`src/hdl/tmam_fifo.sv`:
```
// Two-entry queue between the sample front end and the calibration pipeline.
// Does not depend on tmam_pkg; generic width.
`default_nettype none

module tmam_fifo #(
  parameter int WIDTH = 80
) (
  input  wire logic             clk_i,
  input  wire logic             rst_ni,
  input  wire logic             push_i,
  input  wire logic [WIDTH-1:0] push_data_i,
  output logic                  full_o,
  output logic                  valid_o,
  input  wire logic             pop_i,
  output logic [WIDTH-1:0]      data_o
);

  logic [WIDTH-1:0] mem_q [2];
  logic             wr_ptr_q, rd_ptr_q;
  logic [1:0]       cnt_q;
  logic             do_push, do_pop;

  assign full_o  = (cnt_q == 2'd2);
  assign valid_o = (cnt_q != 2'd0);
  assign data_o  = mem_q[rd_ptr_q];
  assign do_push = push_i && !full_o;
  assign do_pop  = pop_i && valid_o;

  always_ff @(posedge clk_i) begin
    if (do_push) begin
      mem_q[wr_ptr_q] <= push_data_i;
    end
  end

  always_ff @(posedge clk_i or negedge rst_ni) begin
    if (!rst_ni) begin
      wr_ptr_q <= 1'b0;
      rd_ptr_q <= 1'b0;
      cnt_q    <= 2'd0;
    end else begin
      if (do_push) wr_ptr_q <= ~wr_ptr_q;
      if (do_pop)  rd_ptr_q <= ~rd_ptr_q;
      cnt_q <= cnt_q + {1'b0, do_push} - {1'b0, do_pop};
    end
  end

endmodule

`default_nettype wire

```
`config.mk`:
```
export PLATFORM = sky130hd
export DESIGN_NAME = tmam_fifo
export DESIGN_NICKNAME = d
export VERILOG_FILES = /design/src/hdl/tmam_fifo.sv
export SDC_FILE = /design/constraint.sdc
export NUM_CORES = 1
export LEC_CHECK = 0
export BUFFER_PORTS_ARGS = -buffer_cell sky130_fd_sc_hd__buf_2
export CORE_MARGIN = 2
export CORE_UTILIZATION = 57
export DETAILED_ROUTE_END_ITERATION = 7
export PLACE_DENSITY = 0.85
export SETUP_SLACK_MARGIN = 0.15
export SYNTH_ARGS = -nofsm -noshare
export SYNTH_HDL_FRONTEND = slang
export SYNTH_SLANG_ARGS = --single-unit
```
`constraint.sdc`:
```
create_clock -name clk_i -period 8.2 [get_ports clk_i]
set_input_delay 1.23 -clock clk_i [delete_from_list [all_inputs] [get_ports clk_i]]
set_output_delay 1.23 -clock clk_i [all_outputs]
set_load 0.005 [all_outputs]
```
==> results_dict.tcl <==
set metrics [dict create \
    syn_to_final_growth_pct 22.0 \
    yosysUniqueCellTypes 16 \
    syn_inst 267 \
    synthSimpleGateAreaFrac_pct 0.549 \
    grt_use_total_pct 17.9 \
    crit_required_ns 6.97 \
    syn-num-nets 353 \
    reg2regPathDepth 4 \
    avgSynthCellArea_um2 23.9 \
    grt_overflow_total 0 \
    synth_area_mm2 0.00638 \
    start_kind "flip-flop" \
    peakVddDrop_v 0.000453 \
    clock_latency_ns 0.52 \
    fp.dieW_um 110 \
    period_needed_ns 3.94 \
    synth_top_cell_by_area "edfxtp_1" \
    layout_setup_ws_ns 4.26 \
    worst_setup_path_end_kind "output port" \
    grt_pass1_wl_um 15500 \
    reg2reg_slack_ns 5.58 \
    p_total_w 0.00275 \
    drive_gt1_share_pct 61.7 \
    wl_per_cell_um 17.6 \
    htreeDepth 4 \
    status "completed" \
    die_h_um 110 \
    start_util_pct 58.6 \
    postRouteAntennaNets 0 \
    netlist.area_leader.share_pct 75.4 \
    antenna_found_initial 0 \
    clk_pin_slew_ns 0.07 \
    cts_buffer_depth 2 \
    place_congestion 0.687 \
    grt_pass1_vias 3086 \
    ys_warn_count 0 \
    num_io_pins 166 \
    cts_hold_buf 0 \
    first_iter_violations 144 \
    synth-compound-area-share_pct 0 \
    pre_cts_slack_ns 4.75 \
    synth.yosys.seq_area_share_pct 76.9 \
    finalWirelength_um 10500 \
    ys_ff_latch 164 \
    cts_sinks 164 \
    dpl.hpwl_um 6800 \
    drcViolationCount 0 \
    fmax_ghz 0.254 \
    cap_violations 0 \
    fillers 687 \
    most-common-layout-cells "buf_2 (165), edfxtp_1 (160), mux2_4 (79)" \
    crit_fanout 50 \
    cts_setup_buffers 0 \
    synth_top_family_by_area "multiplexers" \
    p_leak_nw 3.16 \
    final_common_cell "buf_2" \
    pwr_density_cell_mw_per_mm2 354 \
    die_area_mm2 0.0120 \
    fin_crit_sh_pct 48.1 \
    setup_tns_ns 0 \
    r2r-start "cnt_q[1]" \
    firstDrtPassIters 5 \
    hold_path.class "primary input to async pin" \
    ys_top_cells_by_area "edfxtp_1 (75%), mux2_4 (19%), buf_12 (2.5%)" \
    fin_area_mm2 0.00778 \
    cts_root_buf "clkbuf_8" \
    hold_viol_final 0 \
    place_area_mm2 0.00724 \
    num_vias 3061 \
    r2r-end "mem_q[0][59]" \
    ctsResizeCount 0 \
    final_nets 530 \
    port_buffers 165 \
    tritoncts "done" \
    synthXorXnorAreaFrac_pct 0.549 \
    setup_viol 0 \
    routed_via_density 5.13 \
    cts_buffers 17 \
    grt_max_degree 81 \
    arrival_ns 2.71 \
    core_mm2 0.0109 \
    slew_viol_final 0 \
    critPathKind "flip-flop to output port" \
    diodes 0 \
    fp-row-count 38 \
    rsz0062_at_grt "false" \
    synth_fa_ha_area_share_pct 0.392 \
    tightestPinTransition_ns 1.15 \
    slew_headroom_pct 23.2 \
    synthMuxAreaShare_pct 18.8 \
    skew_ns 0.0157 \
]
## kinds of logic (layout without fill, tap and decap cells)
family / after synthesis / count (layout)
adders and majority gates: 2 / 2
xor gates and xnor gates: 4 / 4
muxes: 80 / 80
and+or+nand+nor: 6 / 6
DFF: 164 / 164
buffers and inverters: 11 / 201
## flip-flops by register name (all words and copies together) (netlist names)
signal	cells
cnt_q	2
rd_ptr_q	1
mem_q	160
wr_ptr_q	1
## routing by layer
metal  track usage, %  vias up  wire [µm]
met5                0        -          0
met4             6.24        0        110
met3             6.16        9        724
met2             29.5      118       5440
met1             22.2     1525       4230
li1                 -     1409          -
## Yosys cell counts, drive strengths merged
cell type	number
and2	1
and3	1
buf	9
dfrtp	4
edfxtp	160
ha	2
inv	2
mux2	80
nand2	1
nand2b	1
nor2	1
or2	1
xnor2	3
xor2	1
## cell type report
type                            count  area [µm²]  area share (%)
Timing Repair Buffer              167         841            10.8
Multi-Input combinational cell     92        1310            16.8
Tap cell                          140         175            2.25
Clock buffer                       19         432            5.55
Sequential cell                   164        4910            63.1
Clock inverter                     13         113            1.45
Inverter                            2        7.51          0.0965
## worst max path at each step
stage	endpoint	slack, ns	cells after the start	start
detailed placement	mem_q[0][57]	4.75	4	push_i
floorplan	mem_q[0][0]	3.02	2	push_i
global route	data_o[2]	4.14	3	rd_ptr_q
finish	data_o[7]	4.26	3	rd_ptr_q
global placement	mem_q[0][55]	4.81	4	push_i
CTS	data_o[3]	4.23	3	rd_ptr_q
## report_power, final
group          switching (W)  total (W)  leakage, nW  internal [W]
logic               0.000341   0.000796         1.37      0.000454
clock network       0.000305   0.000714        0.263      0.000409
registers          0.0000909    0.00124         1.53       0.00115
## critical path, stage by stage (launching register included)
cell     delay [ns]
dfrtp_4        0.80
buf_4          0.81
mux2_4         0.36
buf_2          0.13
## per-stage QoR
| stage | util [%] | hold slack (ns) | std cells |
|---|---|---|---|
| after floorplan | - | 0.461 | 267 |
| after global placement | 66.5 | 0.496 | 565 |
| after detailed placement | 66.5 | 0.519 | 565 |
| after CTS | 71.5 | 0.486 | 597 |
| after global routing | 71.5 | 0.480 | 597 |
| final | 71.5 | 0.501 | 597 |
No activity file was read; power rests on OpenSTA's default activity.
