`config.mk`:
```
export PLATFORM = sky130hd
export DESIGN_NAME = tmam_back
export DESIGN_NICKNAME = d
export VERILOG_FILES = /design/src/hdl/tmam_pkg.sv /design/src/hdl/tmam_back.sv
export SDC_FILE = /design/constraint.sdc
export NUM_CORES = 2
export LEC_CHECK = 0
export ABC_AREA = 1
export BUFFER_PORTS_ARGS = -buffer_cell sky130_fd_sc_hd__buf_2
export CORE_ASPECT_RATIO = 0.5
export CORE_MARGIN = 8
export CORE_UTILIZATION = 60
export DETAILED_ROUTE_END_ITERATION = 10
export GPL_ROUTABILITY_DRIVEN = 0
export PLACE_DENSITY = 0.77
export SYNTH_ARGS = -nofsm -noshare
export SYNTH_HDL_FRONTEND = slang
export SYNTH_SLANG_ARGS = --single-unit
export TNS_END_PERCENT = 100
```
`constraint.sdc`:
```
create_clock -name clk_i -period 19.6 [get_ports clk_i]
set_clock_uncertainty 0.2 [all_clocks]
set_input_delay 3.92 -clock clk_i [delete_from_list [all_inputs] [get_ports clk_i]]
set_output_delay 3.92 -clock clk_i [all_outputs]
set_load 0.005 [all_outputs]
```
`src/hdl/tmam_pkg.sv`:
```
// Package for the touch trimmed-mean filter with affine calibration.
// Holds field widths, register indexes, reset values and the output saturation function.
// No dependencies.
`default_nettype none

package tmam_pkg;

  localparam int RAW_W  = 12;
  localparam int MEAN_W = 13;   // trimmed mean never reaches 2*4096
  localparam int COEF_W = 32;
  localparam int PROD_W = COEF_W + MEAN_W + 1;
  localparam int ACC_W  = PROD_W + 2;
  localparam int OUT_W  = 16;
  localparam int IDX_W  = 3;

  typedef enum logic [IDX_W-1:0] {
    REG_COEF_X_FROM_X = 3'd0,
    REG_COEF_X_FROM_Y = 3'd1,
    REG_OFFSET_X      = 3'd2,
    REG_COEF_Y_FROM_X = 3'd3,
    REG_COEF_Y_FROM_Y = 3'd4,
    REG_OFFSET_Y      = 3'd5
  } cfg_reg_e;

  localparam logic signed [COEF_W-1:0] COEF_X_FROM_X_RST = -32'sd424;
  localparam logic signed [COEF_W-1:0] COEF_X_FROM_Y_RST = -32'sd4801;
  localparam logic signed [COEF_W-1:0] OFFSET_X_RST      = 32'sd18373544;
  localparam logic signed [COEF_W-1:0] COEF_Y_FROM_X_RST = 32'sd4907;
  localparam logic signed [COEF_W-1:0] COEF_Y_FROM_Y_RST = 32'sd134;
  localparam logic signed [COEF_W-1:0] OFFSET_Y_RST      = -32'sd428997;

  // Q16.16 to integer, truncated toward zero, clamped to signed 16 bits
  function automatic logic [OUT_W-1:0] sat_q16(input logic signed [ACC_W-1:0] acc);
    logic signed [ACC_W-1:0] biased;
    logic signed [31:0]      q;
    biased = acc + (acc[ACC_W-1] ? 48'sd65535 : 48'sd0);
    q      = biased[47:16];
    if (q > 32'sd32767) begin
      sat_q16 = 16'h7FFF;
    end else if (q < -32'sd32768) begin
      sat_q16 = 16'h8000;
    end else begin
      sat_q16 = q[OUT_W-1:0];
    end
  endfunction

endpackage

`default_nettype wire

```
`src/hdl/tmam_back.sv`:
```
// Back end: trimmed mean, affine map and saturation in a four-stage stallable pipeline.
// Also holds the calibration registers. Depends on tmam_pkg.
`default_nettype none

module tmam_back #(
  parameter int WINDOW = 10,
  parameter int SUM_W  = 16,
  parameter int REC_W  = 2 * (SUM_W + 24)
) (
  input  wire logic                        clk_i,
  input  wire logic                        rst_ni,
  input  wire logic                        cfg_we_i,
  input  wire logic [tmam_pkg::IDX_W-1:0]  cfg_addr_i,
  input  wire logic [tmam_pkg::COEF_W-1:0] cfg_wdata_i,
  input  wire logic                        rec_valid_i,
  input  wire logic [REC_W-1:0]            rec_data_i,
  output logic                             rec_pop_o,
  output logic                             out_valid_o,
  input  wire logic                        out_ready_i,
  output logic [tmam_pkg::OUT_W-1:0]       touch_x_o,
  output logic [tmam_pkg::OUT_W-1:0]       touch_y_o
);
  import tmam_pkg::*;

  // floor(log2(WINDOW-2))
  localparam int SHIFT = $clog2(WINDOW - 1) - 1;
  localparam int AX_W  = SUM_W + 2 * RAW_W;

  logic signed [COEF_W-1:0] cxx_q, cxy_q, offx_q, cyx_q, cyy_q, offy_q;

  always_ff @(posedge clk_i or negedge rst_ni) begin
    if (!rst_ni) begin
      cxx_q  <= COEF_X_FROM_X_RST;
      cxy_q  <= COEF_X_FROM_Y_RST;
      offx_q <= OFFSET_X_RST;
      cyx_q  <= COEF_Y_FROM_X_RST;
      cyy_q  <= COEF_Y_FROM_Y_RST;
      offy_q <= OFFSET_Y_RST;
    end else if (cfg_we_i) begin
      case (cfg_reg_e'(cfg_addr_i))
        REG_COEF_X_FROM_X: cxx_q  <= cfg_wdata_i;
        REG_COEF_X_FROM_Y: cxy_q  <= cfg_wdata_i;
        REG_OFFSET_X:      offx_q <= cfg_wdata_i;
        REG_COEF_Y_FROM_X: cyx_q  <= cfg_wdata_i;
        REG_COEF_Y_FROM_Y: cyy_q  <= cfg_wdata_i;
        REG_OFFSET_Y:      offy_q <= cfg_wdata_i;
        default: ;
      endcase
    end
  end

  // unpack burst record: per axis {max, min, sum}
  logic [AX_W-1:0]  rec_x, rec_y;
  logic [SUM_W-1:0] sum_x, sum_y, diff_x, diff_y;
  logic [SUM_W-1:0] shr_x, shr_y;

  assign rec_x  = rec_data_i[AX_W-1:0];
  assign rec_y  = rec_data_i[2*AX_W-1:AX_W];
  assign sum_x  = rec_x[SUM_W-1:0];
  assign sum_y  = rec_y[SUM_W-1:0];
  assign diff_x = sum_x - SUM_W'(rec_x[SUM_W +: RAW_W]) - SUM_W'(rec_x[SUM_W+RAW_W +: RAW_W]);
  assign diff_y = sum_y - SUM_W'(rec_y[SUM_W +: RAW_W]) - SUM_W'(rec_y[SUM_W+RAW_W +: RAW_W]);
  assign shr_x  = diff_x >> SHIFT;
  assign shr_y  = diff_y >> SHIFT;

  // stage valids and ready chain
  logic v1_q, v2_q, v3_q, v4_q;
  logic rdy1, rdy2, rdy3, rdy4;

  assign rdy4      = !v4_q || out_ready_i;
  assign rdy3      = !v3_q || rdy4;
  assign rdy2      = !v2_q || rdy3;
  assign rdy1      = !v1_q || rdy2;
  assign rec_pop_o = rec_valid_i && rdy1;

  always_ff @(posedge clk_i or negedge rst_ni) begin
    if (!rst_ni) begin
      v1_q <= 1'b0;
      v2_q <= 1'b0;
      v3_q <= 1'b0;
      v4_q <= 1'b0;
    end else begin
      if (rdy1) v1_q <= rec_valid_i;
      if (rdy2) v2_q <= v1_q;
      if (rdy3) v3_q <= v2_q;
      if (rdy4) v4_q <= v3_q;
    end
  end

  logic [MEAN_W-1:0]        mx_q, my_q;
  logic signed [PROD_W-1:0] pxx_q, pxy_q, pyx_q, pyy_q;
  logic signed [ACC_W-1:0]  accx_q, accy_q;
  logic [OUT_W-1:0]         tx_q, ty_q;

  always_ff @(posedge clk_i) begin
    if (rdy1) begin
      mx_q <= shr_x[MEAN_W-1:0];
      my_q <= shr_y[MEAN_W-1:0];
    end
    if (rdy2) begin
      pxx_q <= cxx_q * $signed({1'b0, mx_q});
      pxy_q <= cxy_q * $signed({1'b0, my_q});
      pyx_q <= cyx_q * $signed({1'b0, mx_q});
      pyy_q <= cyy_q * $signed({1'b0, my_q});
    end
    if (rdy3) begin
      accx_q <= ACC_W'(pxx_q) + ACC_W'(pxy_q) + ACC_W'(offx_q);
      accy_q <= ACC_W'(pyx_q) + ACC_W'(pyy_q) + ACC_W'(offy_q);
    end
    if (rdy4) begin
      tx_q <= sat_q16(accx_q);
      ty_q <= sat_q16(accy_q);
    end
  end

  assign out_valid_o = v4_q;
  assign touch_x_o   = tx_q;
  assign touch_y_o   = ty_q;

endmodule

`default_nettype wire

```
==> results.json <==
{
  "status": "finished, final reports clean",
  "critPathLaunchType": "input port",
  "synth.cell_area_um2": 91700,
  "dp_hpwl_um": 194000,
  "numPortBuffers": 153,
  "detailroute.via_count": 73600,
  "net_count_after_synthesis": 13700,
  "die_w_um": 569,
  "worst_hold_slack_ns": 0.257,
  "antenna_violations_before_repair": 26,
  "postSynth.topFlopCell": "sky130_fd_sc_hd__edfxtp_1",
  "post-route-period-util_pct": 50.8,
  "die-height_um": 292,
  "critPathRequiredTime_ns": 15.48,
  "dr.pass1.iters": 6,
  "drt_iter0_markers": 7396,
  "postCtsHoldBufs": 0,
  "synth.area.top_cells": "sky130_fd_sc_hd__fa_1 36%, sky130_fd_sc_hd__inv_1 13%, sky130_fd_sc_hd__nand2_1 12%",
  "final_antenna_net_count": 0,
  "synth_area_per_cell_um2": 8.04,
  "synthCells": 11400,
  "asyncSetResetFlopFracSynth_pct": 36.7,
  "wl_um": 248000,
  "yosysTopAreaCellShare_pct": 35.5,
  "grt_remaining_overflow": 0,
  "ctsLongestPathBuffers": 3,
  "globalRouteTotalUtil_pct": 30.1,
  "synth.largest_area_cell": "sky130_fd_sc_hd__fa_1",
  "fraction_of_final_layout_cells_with_drive_strength_greater_than_1_pct": 3.83,
  "edff_count_synth": 338,
  "drc": 0,
  "cts_setup_buffers": 0,
  "cts.clk_slew.worst_paths_ns": 0.07,
  "worst_slew_pin_slew_ns": 1.26,
  "timing.final.hold_violations": 0,
  "pin_count_of_the_biggest_net_entering_global_routing": 91,
  "grt_setup_unrepaired": "false",
  "slew_violations": 0,
  "cts-resized-gates": 0,
  "first_global_vias": 75200,
  "cp_max_fo": 51,
  "cts.sinks": 534,
  "worst_setup_path_type": "in -> out",
  "core.rowCount": 101,
  "max_h_tree_level": 2,
  "critPathArrivalTime_ns": 5.83,
  "grt_first_pass_wirelength_um": 400000,
  "layout-area-overhead-vs-synth_pct": 4.71,
  "tritoncts": "yes",
  "clk_latency_ns": 0.70,
  "core_area_um2": 152000,
  "wl_per_cell_um": 18.4,
  "via_per_inst": 5.47,
  "synth.yosys.seq_area_share_pct": 16.5,
  "synth.yosys.warnings": 0,
  "io_pins": 154,
  "ys_top_cells_by_count": "3185 x sky130_fd_sc_hd__inv_1, 2862 x sky130_fd_sc_hd__nand2_1, 1628 x sky130_fd_sc_hd__fa_1",
  "cts-root-buf": "sky130_fd_sc_hd__clkbuf_16",
  "design.die.area_um2": 166000,
  "max-slew-margin-rel_pct": 16.3,
  "hold_path_class": "reg -> reg",
  "worstSetupEndpointType": "primary output",
  "synth.distinct_cells": 51,
  "setup-violations-final": 0,
  "final_period_minus_worst_setup_slack_ns": 9.95,
  "number_of_flip_flops_and_latches_in_the_synthesized_netlist": 534,
  "nets": 13600,
  "initial_utilization_pct": 60.4,
  "maxClockFrequency_mhz": 100,
  "synth_most_common_cell": "sky130_fd_sc_hd__inv_1",
  "numCtsBuffers": 55,
  "timing.max_cap.violations": 0,
  "timing.setup.tns_ns": 0
}
logic make-up (layout without fill, tap and decap cells):
logic type | count (synthesis) | count (layout) | share of synthesized area, %
buf+inv | 3539 | 3485 | 14.5
xor+xnor | 322 | 322 | 3.07
other cells | 0 | 53 | 0
simple gates | 3774 | 3774 | 16.2
fa+ha+maj | 2200 | 2200 | 43.3
flops | 534 | 534 | 16.5
compound gates | 1042 | 1042 | 6.27
worst max-delay path, stage by stage:
cell	delay [ns]
sky130_fd_sc_hd__buf_2	0.10
sky130_fd_sc_hd__nor2_1	0.22
sky130_fd_sc_hd__inv_2	0.07
sky130_fd_sc_hd__nor2_1	0.19
sky130_fd_sc_hd__inv_4	0.25
sky130_fd_sc_hd__nor2_1	0.31
sky130_fd_sc_hd__inv_6	0.19
sky130_fd_sc_hd__nor2_1	0.33
sky130_fd_sc_hd__nor2_1	0.07
sky130_fd_sc_hd__buf_2	0.13
sequential cells by signal, summed over array words and instances (netlist names), 16 cells and up:
| signal | cells |
|---|---|
| offy_q | 32 |
| cyy_q | 32 |
| cyx_q | 32 |
| pxy_q | 46 |
| touch_x_o | 16 |
| accx_q | 48 |
| touch_y_o | 16 |
| pyy_q | 46 |
| accy_q | 48 |
| offx_q | 32 |
| cxx_q | 32 |
| cxy_q | 32 |
| pyx_q | 46 |
| pxx_q | 46 |
final timing paths:
| path | startpoint | end | slack [ns] | cells after the start |
|---|---|---|---|---|
| max | out_ready_i | rec_pop_o | 9.65 | 10 |
| min | v1_q | v2_q | 0.26 | 2 |
| max reg2reg | mx_q[3] | pyx_q[42] | 11.87 | 19 |
| min reg2reg | v1_q | v2_q | 0.26 | 2 |
| max in group asynchronous | rst_ni | cyx_q[6] | 14.70 | 2 |
| min in group asynchronous | rst_ni | cyy_q[11] | 3.05 | 1 |
placed cells by master, fill, tap and decap left out, drive strengths merged, types with 137 or more instances in the layout:
cell	synthesis	routed
xor2	185	185
fa	1628	1628
inv	3189	3205
o21ai	420	420
nor2	540	540
edfxtp	338	338
xnor2	137	137
a21oi	382	382
nand2	2872	2872
ha	572	572
buf	41	193
nand3	204	204
metal layers:
layer	GRT usage, %	vias up	part of all wire (%)
met5	0	-	0.045
met4	12.6	16	3.9
met3	8.55	648	12
met2	47.4	3975	45
met1	39.5	35700	39
li1	-	33300	-
through the flow:
stage	std cells	cell area, um2	util [%]	setup WS (ns)
2_1_floorplan	11400	91700	-	4.73
3_3_place_gp	13300	94000	62.0	9.61
3_5_place_dp	13300	94000	62.0	9.64
4_1_cts	13400	95900	63.2	9.64
5_1_grt	13400	95900	63.2	9.48
6_report	13500	96000	63.3	9.65
final cells by class:
| type | count | area (um2) |
|---|---|---|
| Clock inverter | 40 | 402 |
| Tap cell | 2060 | 2580 |
| Timing Repair Buffer | 193 | 1080 |
| Sequential cell | 534 | 15200 |
| Multi-Input combinational cell | 7338 | 63200 |
| Antenna cell | 53 | 133 |
| Inverter | 3189 | 12000 |
| Clock buffer | 63 | 1450 |
| Fill cell | 12700 | 55700 |
Power is not shown: default switching activity piles up to over one toggle a cycle in this logic, so the estimate is an artifact.
