--- src/hdl/tmam_pkg.sv ---
// Package for the touch trimmed-mean filter with affine calibration.
// Holds field widths, register indexes, reset values and the output saturation function.
// No dependencies.
`default_nettype none

package tmam_pkg;

  localparam int RAW_W  = 12;
  localparam int MEAN_W = 13;   // trimmed mean never reaches 2*4096
  localparam int COEF_W = 32;
  localparam int PROD_W = COEF_W + MEAN_W + 1;
  localparam int ACC_W  = PROD_W + 2;
  localparam int OUT_W  = 16;
  localparam int IDX_W  = 3;

  typedef enum logic [IDX_W-1:0] {
    REG_COEF_X_FROM_X = 3'd0,
    REG_COEF_X_FROM_Y = 3'd1,
    REG_OFFSET_X      = 3'd2,
    REG_COEF_Y_FROM_X = 3'd3,
    REG_COEF_Y_FROM_Y = 3'd4,
    REG_OFFSET_Y      = 3'd5
  } cfg_reg_e;

  localparam logic signed [COEF_W-1:0] COEF_X_FROM_X_RST = -32'sd424;
  localparam logic signed [COEF_W-1:0] COEF_X_FROM_Y_RST = -32'sd4801;
  localparam logic signed [COEF_W-1:0] OFFSET_X_RST      = 32'sd18373544;
  localparam logic signed [COEF_W-1:0] COEF_Y_FROM_X_RST = 32'sd4907;
  localparam logic signed [COEF_W-1:0] COEF_Y_FROM_Y_RST = 32'sd134;
  localparam logic signed [COEF_W-1:0] OFFSET_Y_RST      = -32'sd428997;

  // Q16.16 to integer, truncated toward zero, clamped to signed 16 bits
  function automatic logic [OUT_W-1:0] sat_q16(input logic signed [ACC_W-1:0] acc);
    logic signed [ACC_W-1:0] biased;
    logic signed [31:0]      q;
    biased = acc + (acc[ACC_W-1] ? 48'sd65535 : 48'sd0);
    q      = biased[47:16];
    if (q > 32'sd32767) begin
      sat_q16 = 16'h7FFF;
    end else if (q < -32'sd32768) begin
      sat_q16 = 16'h8000;
    end else begin
      sat_q16 = q[OUT_W-1:0];
    end
  endfunction

endpackage

`default_nettype wire

--- src/hdl/tmam_front.sv ---
// Front end: accepts samples, tracks per-axis sum/min/max and pushes a finished burst.
// Depends on tmam_pkg.
`default_nettype none

module tmam_front #(
  parameter int WINDOW = 10,
  parameter int SUM_W  = 16,
  parameter int REC_W  = 2 * (SUM_W + 24)
) (
  input  wire logic                       clk_i,
  input  wire logic                       rst_ni,
  input  wire logic                       in_valid_i,
  input  wire logic                       in_ready_i,
  input  wire logic [tmam_pkg::RAW_W-1:0] raw_x_i,
  input  wire logic [tmam_pkg::RAW_W-1:0] raw_y_i,
  input  wire logic                       pen_down_i,
  output logic                            push_o,
  output logic [REC_W-1:0]                push_data_o
);
  import tmam_pkg::*;

  localparam int CNT_W = $clog2(WINDOW + 1);

  logic [CNT_W-1:0] count_q, count_d;
  logic [SUM_W-1:0] sum_x_q, sum_x_d, sum_y_q, sum_y_d;
  logic [RAW_W-1:0] min_x_q, min_x_d, max_x_q, max_x_d;
  logic [RAW_W-1:0] min_y_q, min_y_d, max_y_q, max_y_d;
  logic [SUM_W-1:0] sum_x_n, sum_y_n;
  logic [RAW_W-1:0] min_x_n, max_x_n, min_y_n, max_y_n;
  logic             first, done, accept;

  assign accept = in_valid_i && in_ready_i;
  assign first  = (count_q == '0);
  assign done   = (count_q == CNT_W'(WINDOW - 1));

  always_comb begin
    min_x_n = (first || raw_x_i < min_x_q) ? raw_x_i : min_x_q;
    max_x_n = (first || raw_x_i > max_x_q) ? raw_x_i : max_x_q;
    min_y_n = (first || raw_y_i < min_y_q) ? raw_y_i : min_y_q;
    max_y_n = (first || raw_y_i > max_y_q) ? raw_y_i : max_y_q;
    sum_x_n = sum_x_q + SUM_W'(raw_x_i);
    sum_y_n = sum_y_q + SUM_W'(raw_y_i);
  end

  always_comb begin
    count_d = count_q;
    sum_x_d = sum_x_q;
    sum_y_d = sum_y_q;
    min_x_d = min_x_q;
    max_x_d = max_x_q;
    min_y_d = min_y_q;
    max_y_d = max_y_q;
    if (accept) begin
      if (done || !pen_down_i) begin
        // burst finished or pen lifted: start over
        count_d = '0;
        sum_x_d = '0;
        sum_y_d = '0;
        min_x_d = '0;
        max_x_d = '0;
        min_y_d = '0;
        max_y_d = '0;
      end else begin
        count_d = count_q + CNT_W'(1);
        sum_x_d = sum_x_n;
        sum_y_d = sum_y_n;
        min_x_d = min_x_n;
        max_x_d = max_x_n;
        min_y_d = min_y_n;
        max_y_d = max_y_n;
      end
    end
  end

  always_ff @(posedge clk_i or negedge rst_ni) begin
    if (!rst_ni) begin
      count_q <= '0;
      sum_x_q <= '0;
      sum_y_q <= '0;
      min_x_q <= '0;
      max_x_q <= '0;
      min_y_q <= '0;
      max_y_q <= '0;
    end else begin
      count_q <= count_d;
      sum_x_q <= sum_x_d;
      sum_y_q <= sum_y_d;
      min_x_q <= min_x_d;
      max_x_q <= max_x_d;
      min_y_q <= min_y_d;
      max_y_q <= max_y_d;
    end
  end

  assign push_o      = accept && done;
  assign push_data_o = {max_y_n, min_y_n, sum_y_n, max_x_n, min_x_n, sum_x_n};

endmodule

`default_nettype wire

--- config.mk ---
export PLATFORM = sky130hd
export DESIGN_NAME = tmam_front
export DESIGN_NICKNAME = d
export VERILOG_FILES = /design/src/hdl/tmam_pkg.sv /design/src/hdl/tmam_front.sv
export SDC_FILE = /design/constraint.sdc
export NUM_CORES = 1
export LEC_CHECK = 0
export BUFFER_PORTS_ARGS = -buffer_cell sky130_fd_sc_hd__buf_2
export CAP_MARGIN = 25
export CORE_MARGIN = 5
export CORE_UTILIZATION = 50
export DETAILED_ROUTE_END_ITERATION = 7
export PLACE_DENSITY = 0.72
export SLEW_MARGIN = 15
export SYNTH_ARGS = -nofsm -noshare
export SYNTH_HDL_FRONTEND = slang
export SYNTH_SLANG_ARGS = --single-unit
--- constraint.sdc ---
create_clock -name clk_i -period 5.39 [get_ports clk_i]
set_input_delay 1.078 -clock clk_i [delete_from_list [all_inputs] [get_ports clk_i]]
set_output_delay 1.078 -clock clk_i [all_outputs]
set_load 0.005 [all_outputs]
==> results of run 1 <==
[worst paths after layout]
path                            depth (start not counted)  slack, ns                       to
worst min-delay path                                    2       0.49   sum_y_q[0]$_DFFE_PN0P_
min in group asynchronous                               1       0.66   sum_x_q[4]$_DFFE_PN0P_
max in group asynchronous                               2       3.65   max_x_q[4]$_DFFE_PN0P_
worst max register to register                          8       2.55  sum_x_q[12]$_DFFE_PN0P_
worst max-delay path                                    9       0.62          push_data_o[66]
worst min register to register                          2       0.49   sum_y_q[0]$_DFFE_PN0P_
[power by group]
group / leakage (nW) / switching (mW) / internal [mW]
logic: 2.31 / 0.956 / 0.928
registers: 1.09 / 0.174 / 0.823
clock network: 0.135 / 0.253 / 0.334
total: 3.53 / 1.38 / 2.08
[state kept, by name (all words and copies together) (netlist names)]
| name | flops |
|---|---|
| sum_x_q | 16 |
| sum_y_q | 16 |
| max_x_q | 12 |
| max_y_q | 12 |
| min_x_q | 12 |
| min_y_q | 12 |
| count_q | 4 |
[layout by cell type (no fill, tap or decap), types with 13 or more instances in the layout]
cell / count
sky130_fd_sc_hd__a21o_1: 14
sky130_fd_sc_hd__nand2_1: 48
sky130_fd_sc_hd__a32o_1: 13
sky130_fd_sc_hd__dfrtp_1: 84
sky130_fd_sc_hd__a22o_1: 49
sky130_fd_sc_hd__a21oi_1: 35
sky130_fd_sc_hd__o21ai_0: 38
sky130_fd_sc_hd__ha_1: 73
sky130_fd_sc_hd__buf_4: 14
sky130_fd_sc_hd__inv_1: 53
sky130_fd_sc_hd__nor2_1: 27
sky130_fd_sc_hd__xnor2_1: 13
sky130_fd_sc_hd__buf_2: 108
sky130_fd_sc_hd__mux2_2: 39
[metrics by stage]
step | setup WS [ns] | instance area, µm² | util
floorplan | 1.30 | 6310 | -
global placement | 0.774 | 7050 | 0.563
detailed placement | 0.669 | 7050 | 0.563
CTS | 0.655 | 7320 | 0.585
global route | 0.472 | 7320 | 0.585
finish | 0.622 | 7320 | 0.585
[cell usage after synthesis (all sizes together) (13+ instances only)]
cell | count | area share
dfrtp | 84 | 0.33
ha | 73 | 0.14
inv | 53 | 0.032
a22o | 49 | 0.068
nand2 | 48 | 0.029
mux2 | 47 | 0.089
o21ai | 39 | 0.031
a21oi | 35 | 0.028
nor2 | 28 | 0.017
clkbuf | 16 | 0.0097
a21o | 14 | 0.017
a32o | 13 | 0.021
xnor2 | 13 | 0.018
[logic make-up after synthesis]
logic type               after synthesis
AO/OA/AOI/OAI                        201
XOR/XNOR                              25
adder cells (fa/ha/maj)               75
buffers and inverters                 80
flip-flops                            84
multiplexers                          47
AND/OR/NAND/NOR                      144
[metal layers]
| layer | vias to the layer above | GRT usage | wire [µm] |
|---|---|---|---|
| met5 | - | 0 | 0 |
| met4 | 0 | 0.0763 | 282 |
| met3 | 22 | 0.0594 | 899 |
| met2 | 133 | 0.375 | 8140 |
| met1 | 2731 | 0.303 | 7610 |
| li1 | 2648 | - | - |
[layout make-up]
class / instances / share of cell area
Multi-Input combinational cell: 492 / 0.531
Sequential cell: 84 / 0.287
Timing Repair Buffer: 122 / 0.0882
Clock buffer: 13 / 0.0355
Tap cell: 172 / 0.0294
Inverter: 53 / 0.0272
Clock inverter: 2 / 0.00137
Antenna cell: 1 / 0.000342
[critical path, delay by kind of cell]
family / cells / cell delay, ns
AO/OA/AOI/OAI: 3 / 0.78
adder cells (fa/ha/maj): 1 / 0.31
buffers and inverters: 3 / 0.61
multiplexers: 1 / 0.31
AND/OR/NAND/NOR: 1 / 0.60
==> results.txt, run 1 <==
----------------------------------------------------
[Critical path]
  Master of the slowest instance on the critical path ... sky130_fd_sc_hd__or3_1
  Cell seen most often among critical-path stages ... sky130_fd_sc_hd__buf_2
  Origin of the worst setup path ... raw_y_i[1]
  Critical path's largest stage delay ... 0.60 ns
  Worst path required time ... 4.31 ns
  Critical Path Fanout Max ... 18
  Kind of start point of the critical path ... input port
  CP Data Arrival Time ... 3.69 ns
  Startpoint of the worst register-to-register path ... sum_x_q[0]$_DFFE_PN0P_
  Cell-by-cell listing of the critical path ... buf_2, ha_1, a2111oi_1, o31ai_1, a41oi_1, or3_1, buf_4, mux2_4, buf_2
  Kind of capture point of the worst setup path ... output pin
  Critical path start-end classification ... in -> out

[Clock tree]
  Clock tree from TritonCTS ... done
  Buffer cell driving the clock tree root ... sky130_fd_sc_hd__clkbuf_16
  CTS H-tree lvls ... 3
  Buffers inserted by post-CTS timing repair ... 0
  Cts repair resizes ... 0
  Clock slew at reported path FFs ... 0.06 ns
  Max clock buf depth ... 2
  TritonCTS buffer count ... 9
  TritonCTS sink count ... 84
  Worst skew pair latency ... 0.35 ns
  Hold bufs inserted after CTS ... 0

[STA]
  Shortest period the worst path allows ... 4.77 ns
  Worst Hold Margin ... 0.493 ns
  Final setup violation count ... 0
  Fraction of the cycle the final worst path needs ... 0.885
  Setup repair after global routing missed its margin ... false
  Accumulated negative setup slack ... 0 ns
  Relative slew margins ... 0.333
  Transition time at the pin with the least slew margin ... 0.995 ns
  Count of final hold-check violations ... 0
  Clock skew after layout ... 0.00343 ns
  Max frequency ... 0.210 GHz
  Final Max Tran Viols ... 0

[Placement]
  HPWL reported at the end of detailed placement ... 12400 µm
  Number of port buffers ... 109
  Placed cell count ... 923
  GP Congestion ... 0.883

[Routing]
  Number of DRC markers after the initial detailed-route iteration ... 369
  Average via count per standard cell ... 5.89
  DRC violation count after routing ... 0
  TritonRoute pass-1 iters ... 5
  Via count ... 5534
  Routed WL ... 16900 µm
  Number of nets with antenna violations after detailed routing ... 0
  Routed WL per cell ... 18.0 µm

[Global routing]
  Aggregate global routing overflow ... 0
  Antenna violations before repair ... 1
  GRT Util Overall ... 0.231
  Maximum number of pins on one net before global-route repair ... 56
  Via count of the first global-routing pass ... 5470
  Global-route wire length before repair ... 27400 µm

[Floorplan]
  Overall die area ... 15000 µm²
  Horiz. Die Dim ... 122 µm
  Number of I/O pins ... 110
  Effective utilization at floorplan ... 0.504
  Core Area ... 12500 µm²
  Cell Rows ... 41
  Overall die height ... 122 µm

[Yosys]
  Top_reg_cell synth ... sky130_fd_sc_hd__dfrtp_1
  Synthesized netlist net count ... 760
  Xor/xnor cell area share of the yosys netlist ... 0.0347
  Complex-gate fraction of the synthesized area ... 0.228
  #FFs+latches synth ... 84
  Total standard cell area after synthesis ... 6310 µm²
  Share of synthesized area spent on multiplexers ... 0.0886
  Fraction of registers with async set or reset after synthesis ... 1.00
  Gate Count Post-Synth ... 656
  Share of synthesized cell area in full adder, half adder and majority cells ... 0.151
  Post-synthesis cell type count ... 56
  Yosys Warn Count ... 0
  Share of synthesized cell area in and, or, nand and nor gates ... 0.113
  Main combinational cell family by area after synthesis ... compound AO/OA/AOI/OAI gates
  Count of flip-flops with a built-in enable after synthesis ... 0
  Share of the yosys chip area belonging to registers ... 0.333
  Mean post-synth cell area ... 9.62 µm²

[Status]
  Status ... finished clean

[Finish]
  Layout overhead on the synthesized area ... 16.0%
  Count of fill cells added during filler insertion ... 1139
  Post-layout instance count excluding filler cells ... 939
  Area occupied by multi-input gates ... 3890 µm²
  Total number of nets in the final design ... 866
  Area occupied by registers ... 2100 µm²
  Fraction of layout instances using a drive strength above 1 ... 0.249

[Min path]
  Hold crit path type ... reg -> reg
  Min-Delay Startpoint ... sum_y_q[0]$_DFFE_PN0P_

[Power and ir drop]
  Power per Cell Area ... 473 nW/µm²
  Overall power ... 3.47 mW
  Static power due to leakage ... 3.53 nW
  Worst VDD drop ... 0.000238 V

[Job]
  Max capacitance violation total ... 0

----------------------------------------------------
No activity file was read; power rests on OpenSTA's default activity.
==> run 2, diff against run 1 <==
==> constraint.sdc (replaced) <==
create_clock -name clk_i -period 5.39 [get_ports clk_i]
set_input_delay 0.539 -clock clk_i [delete_from_list [all_inputs] [get_ports clk_i]]
set_output_delay 0.539 -clock clk_i [all_outputs]
set_load 0.005 [all_outputs]
==> results.txt, run 2 (synthesis gave the netlist of run 1 again) <==
----------------------------------------------------
[STA]
  Relative slew margins ... 0.334 (was 0.333)
  Setup repair after global routing missed its margin ... false (unchanged)
  Clock skew after layout ... 0.00511 ns (was 0.00343 ns)
  Worst Hold Margin ... 0.222 ns (was 0.493 ns)
  Fraction of the cycle the final worst path needs ... 0.686 (was 0.885)
  Shortest period the worst path allows ... 3.70 ns (was 4.77 ns)
  Max frequency ... 0.271 GHz (was 0.210 GHz)
  Count of final hold-check violations ... 0 (unchanged)
  Final setup violation count ... 0 (unchanged)
  Accumulated negative setup slack ... 0 ns (unchanged)
  Final Max Tran Viols ... 0 (unchanged)
  Post-route setup slack ... 1.69 ns (was 0.622 ns)
  Transition time at the pin with the least slew margin ... 0.999 ns (was 0.995 ns)

[Clock tree]
  CTS H-tree lvls ... 3 (unchanged)
  TritonCTS buffer count ... 9 (unchanged)
  Hold bufs inserted after CTS ... 0 (unchanged)
  Worst skew pair latency ... 0.34 ns (was 0.35 ns)
  Clock tree from TritonCTS ... done (unchanged)
  Buffers inserted by post-CTS timing repair ... 0 (unchanged)
  Buffer cell driving the clock tree root ... sky130_fd_sc_hd__clkbuf_16 (unchanged)
  Cts repair resizes ... 0 (unchanged)
  TritonCTS sink count ... 84 (unchanged)
  Max clock buf depth ... 2 (unchanged)
  Clock slew at reported path FFs ... 0.06 ns (about the same)

[Finish]
  Layout overhead on the synthesized area ... 16.4% (was 16.0%)
  Post-layout instance count excluding filler cells ... 937 (was 939)
  Non-Filler Cell Area, Final ... 7350 µm² (was 7320 µm²)
  Fraction of layout instances using a drive strength above 1 ... 0.250 (was 0.249)
  Leading cell type in the layout, fill and taps excluded ... sky130_fd_sc_hd__buf_2 (unchanged)
  Commonest cells after routing, fill and taps aside ... 108 x sky130_fd_sc_hd__buf_2, 84 x sky130_fd_sc_hd__dfrtp_1, 73 x sky130_fd_sc_hd__ha_1 (unchanged)
  Total number of nets in the final design ... 863 (was 866)
  Biggest registers after layout ... sum_x_q x16, sum_y_q x16 (unchanged)
  Count of fill cells added during filler insertion ... 1135 (was 1139)
  Share of the core filled with cells ... 0.587 (was 0.585)

[Routing]
  Number of DRC markers after the initial detailed-route iteration ... 333 (was 369)
  Via count ... 5509 (was 5534)
  Routed WL ... 16900 µm (about the same)
  DRC violation count after routing ... 0 (unchanged)
  Number of nets with antenna violations after detailed routing ... 0 (unchanged)
  TritonRoute pass-1 iters ... 4 (was 5)
  Routed WL per cell ... 18.0 µm (about the same)
  Average via count per standard cell ... 5.88 (was 5.89)

[Critical path]
  Master of the slowest instance on the critical path ... sky130_fd_sc_hd__or3_1 (unchanged)
  Number of cells on the worst reg-to-reg path ... 7 (was 8)
  Worst path required time ... 4.85 ns (was 4.31 ns)
  CP Data Arrival Time ... 3.16 ns (was 3.69 ns)
  Path length in cells of the critical path ... 8 (was 9)
  Register-to-register setup slack ... 2.38 ns (was 2.55 ns)
  Critical Path Fanout Max ... 24 (was 18)
  Critical path's largest stage delay ... 0.82 ns (was 0.60 ns)
  WP buf/inv ... 2 (was 3)
  Cell-by-cell listing of the critical path ... inv_1, ha_1, a2111oi_1, o31ai_1, a41oi_1, or3_1, mux2_2, buf_2 (was buf_2, ha_1, a2111oi_1, o31ai_1, a41oi_1, or3_1, buf_4, mux2_4, buf_2)
  Kind of capture point of the worst setup path ... output pin (unchanged)
  Critical path start-end classification ... reg -> out (was in -> out)
  Gate family responsible for the most delay along the worst path ... simple AND/OR/NAND/NOR gates (was compound AO/OA/AOI/OAI gates)
  Kind of start point of the critical path ... register (was input port)

[Status]
  Status ... finished clean (unchanged)

[Power and ir drop]
  Seq pwr share ... 0.285 (was 0.288)
  Overall power ... 3.51 mW (was 3.47 mW)
  Portion of total power attributed to the clock network ... 0.182 (was 0.169)
  Power per Cell Area ... 477 nW/µm² (was 473 nW/µm²)
  Power dissipated by switching net loads ... 1.38 mW (about the same)
  Combinational cell fraction of total power ... 0.533 (was 0.543)
  Static power due to leakage ... 3.54 nW (was 3.53 nW)
  Net switching fraction of the power ... 0.394 (was 0.399)
  Worst VDD drop ... 0.000211 V (was 0.000238 V)
  Internal cell power ... 2.12 mW (was 2.08 mW)

[Global routing]
  Aggregate global routing overflow ... 0 (unchanged)
  Via count of the first global-routing pass ... 5506 (was 5470)
  Antenna violations before repair ... 1 (unchanged)
  Maximum number of pins on one net before global-route repair ... 48 (was 56)
  Global-route wire length before repair ... 27300 µm (was 27400 µm)
  GRT Util Overall ... 0.229 (was 0.231)

[Placement]
  Worst Setup Slack post-DPL ... 1.56 ns (was 0.669 ns)
  Placed cell count ... 920 (was 923)
  Number of port buffers ... 109 (unchanged)
  Placed Instance Area ... 7040 µm² (was 7050 µm²)
  GP Congestion ... 0.931 (was 0.883)
  HPWL reported at the end of detailed placement ... 12500 µm (was 12400 µm)

[Floorplan]
  Number of I/O pins ... 110 (unchanged)
  Horiz. Die Dim ... 122 µm (unchanged)
  Overall die height ... 122 µm (unchanged)
  Cell Rows ... 41 (unchanged)
  Core Area ... 12500 µm² (unchanged)
  Effective utilization at floorplan ... 0.504 (unchanged)
  Overall die area ... 15000 µm² (unchanged)

[Job]
  Max capacitance violation total ... 0 (unchanged)

[Min path]
  Hold crit path type ... in -> async (was reg -> reg)

----------------------------------------------------
## run 2: power groups by stage
stage          Combinational [mW]  Clock [mW]  Sequential, mW
2_1_floorplan                1.31           0           0.940
3_3_place_gp                 1.79           0           0.993
3_5_place_dp                 1.86           0            1.00
4_1_cts                      1.88       0.650           0.996
5_1_grt                      2.08       0.672            1.03
6_report                     1.87       0.638           0.998
## run 2: worst paths after layout
| check | startpoint | end |
|---|---|---|
| hold reg to reg | sum_y_q[0]$_DFFE_PN0P_ | sum_y_q[0]$_DFFE_PN0P_ |
| max in group asynchronous | rst_ni | max_y_q[7]$_DFFE_PN0P_ |
| setup / recovery | min_y_q[1]$_DFFE_PN0P_ | push_data_o[57] |
| hold / removal | rst_ni | sum_x_q[5]$_DFFE_PN0P_ |
| min in group clk_i | sum_y_q[0]$_DFFE_PN0P_ | sum_y_q[0]$_DFFE_PN0P_ |
| setup reg to reg | count_q[0]$_DFFE_PN0P_ | min_x_q[11]$_DFFE_PN0P_ |
## run 2: area by class of cell
class                           instances  area (µm²)  share of cell area
Multi-Input combinational cell        492        3890               0.529
Sequential cell                        84        2100               0.286
Tap cell                              172         215              0.0293
Clock inverter                          4        47.5             0.00647
Clock buffer                           12         256              0.0349
Antenna cell                            1        2.50            0.000340
Inverter                               53         199              0.0271
Timing Repair Buffer                  119         636              0.0865
## run 2: metal layers
| metal | global-route usage | wire length, µm | part of all wire |
|---|---|---|---|
| met2 | 0.382 | 8200 | 0.49 |
| met1 | 0.306 | 7600 | 0.45 |
| met3 | 0.0336 | 789 | 0.047 |
| met5 | 0 | 0 | 0 |
| met4 | 0.0721 | 303 | 0.018 |
## run 2: worst reg2reg max path, stage by stage, from the launching register on
cell                       delay (ns)
sky130_fd_sc_hd__dfrtp_1         0.43
sky130_fd_sc_hd__ha_1            0.22
sky130_fd_sc_hd__nand2_1         0.10
sky130_fd_sc_hd__o21ai_0         0.25
sky130_fd_sc_hd__buf_4           0.28
sky130_fd_sc_hd__or4b_2          0.62
sky130_fd_sc_hd__o211ai_1        0.80
sky130_fd_sc_hd__a22o_1          0.25
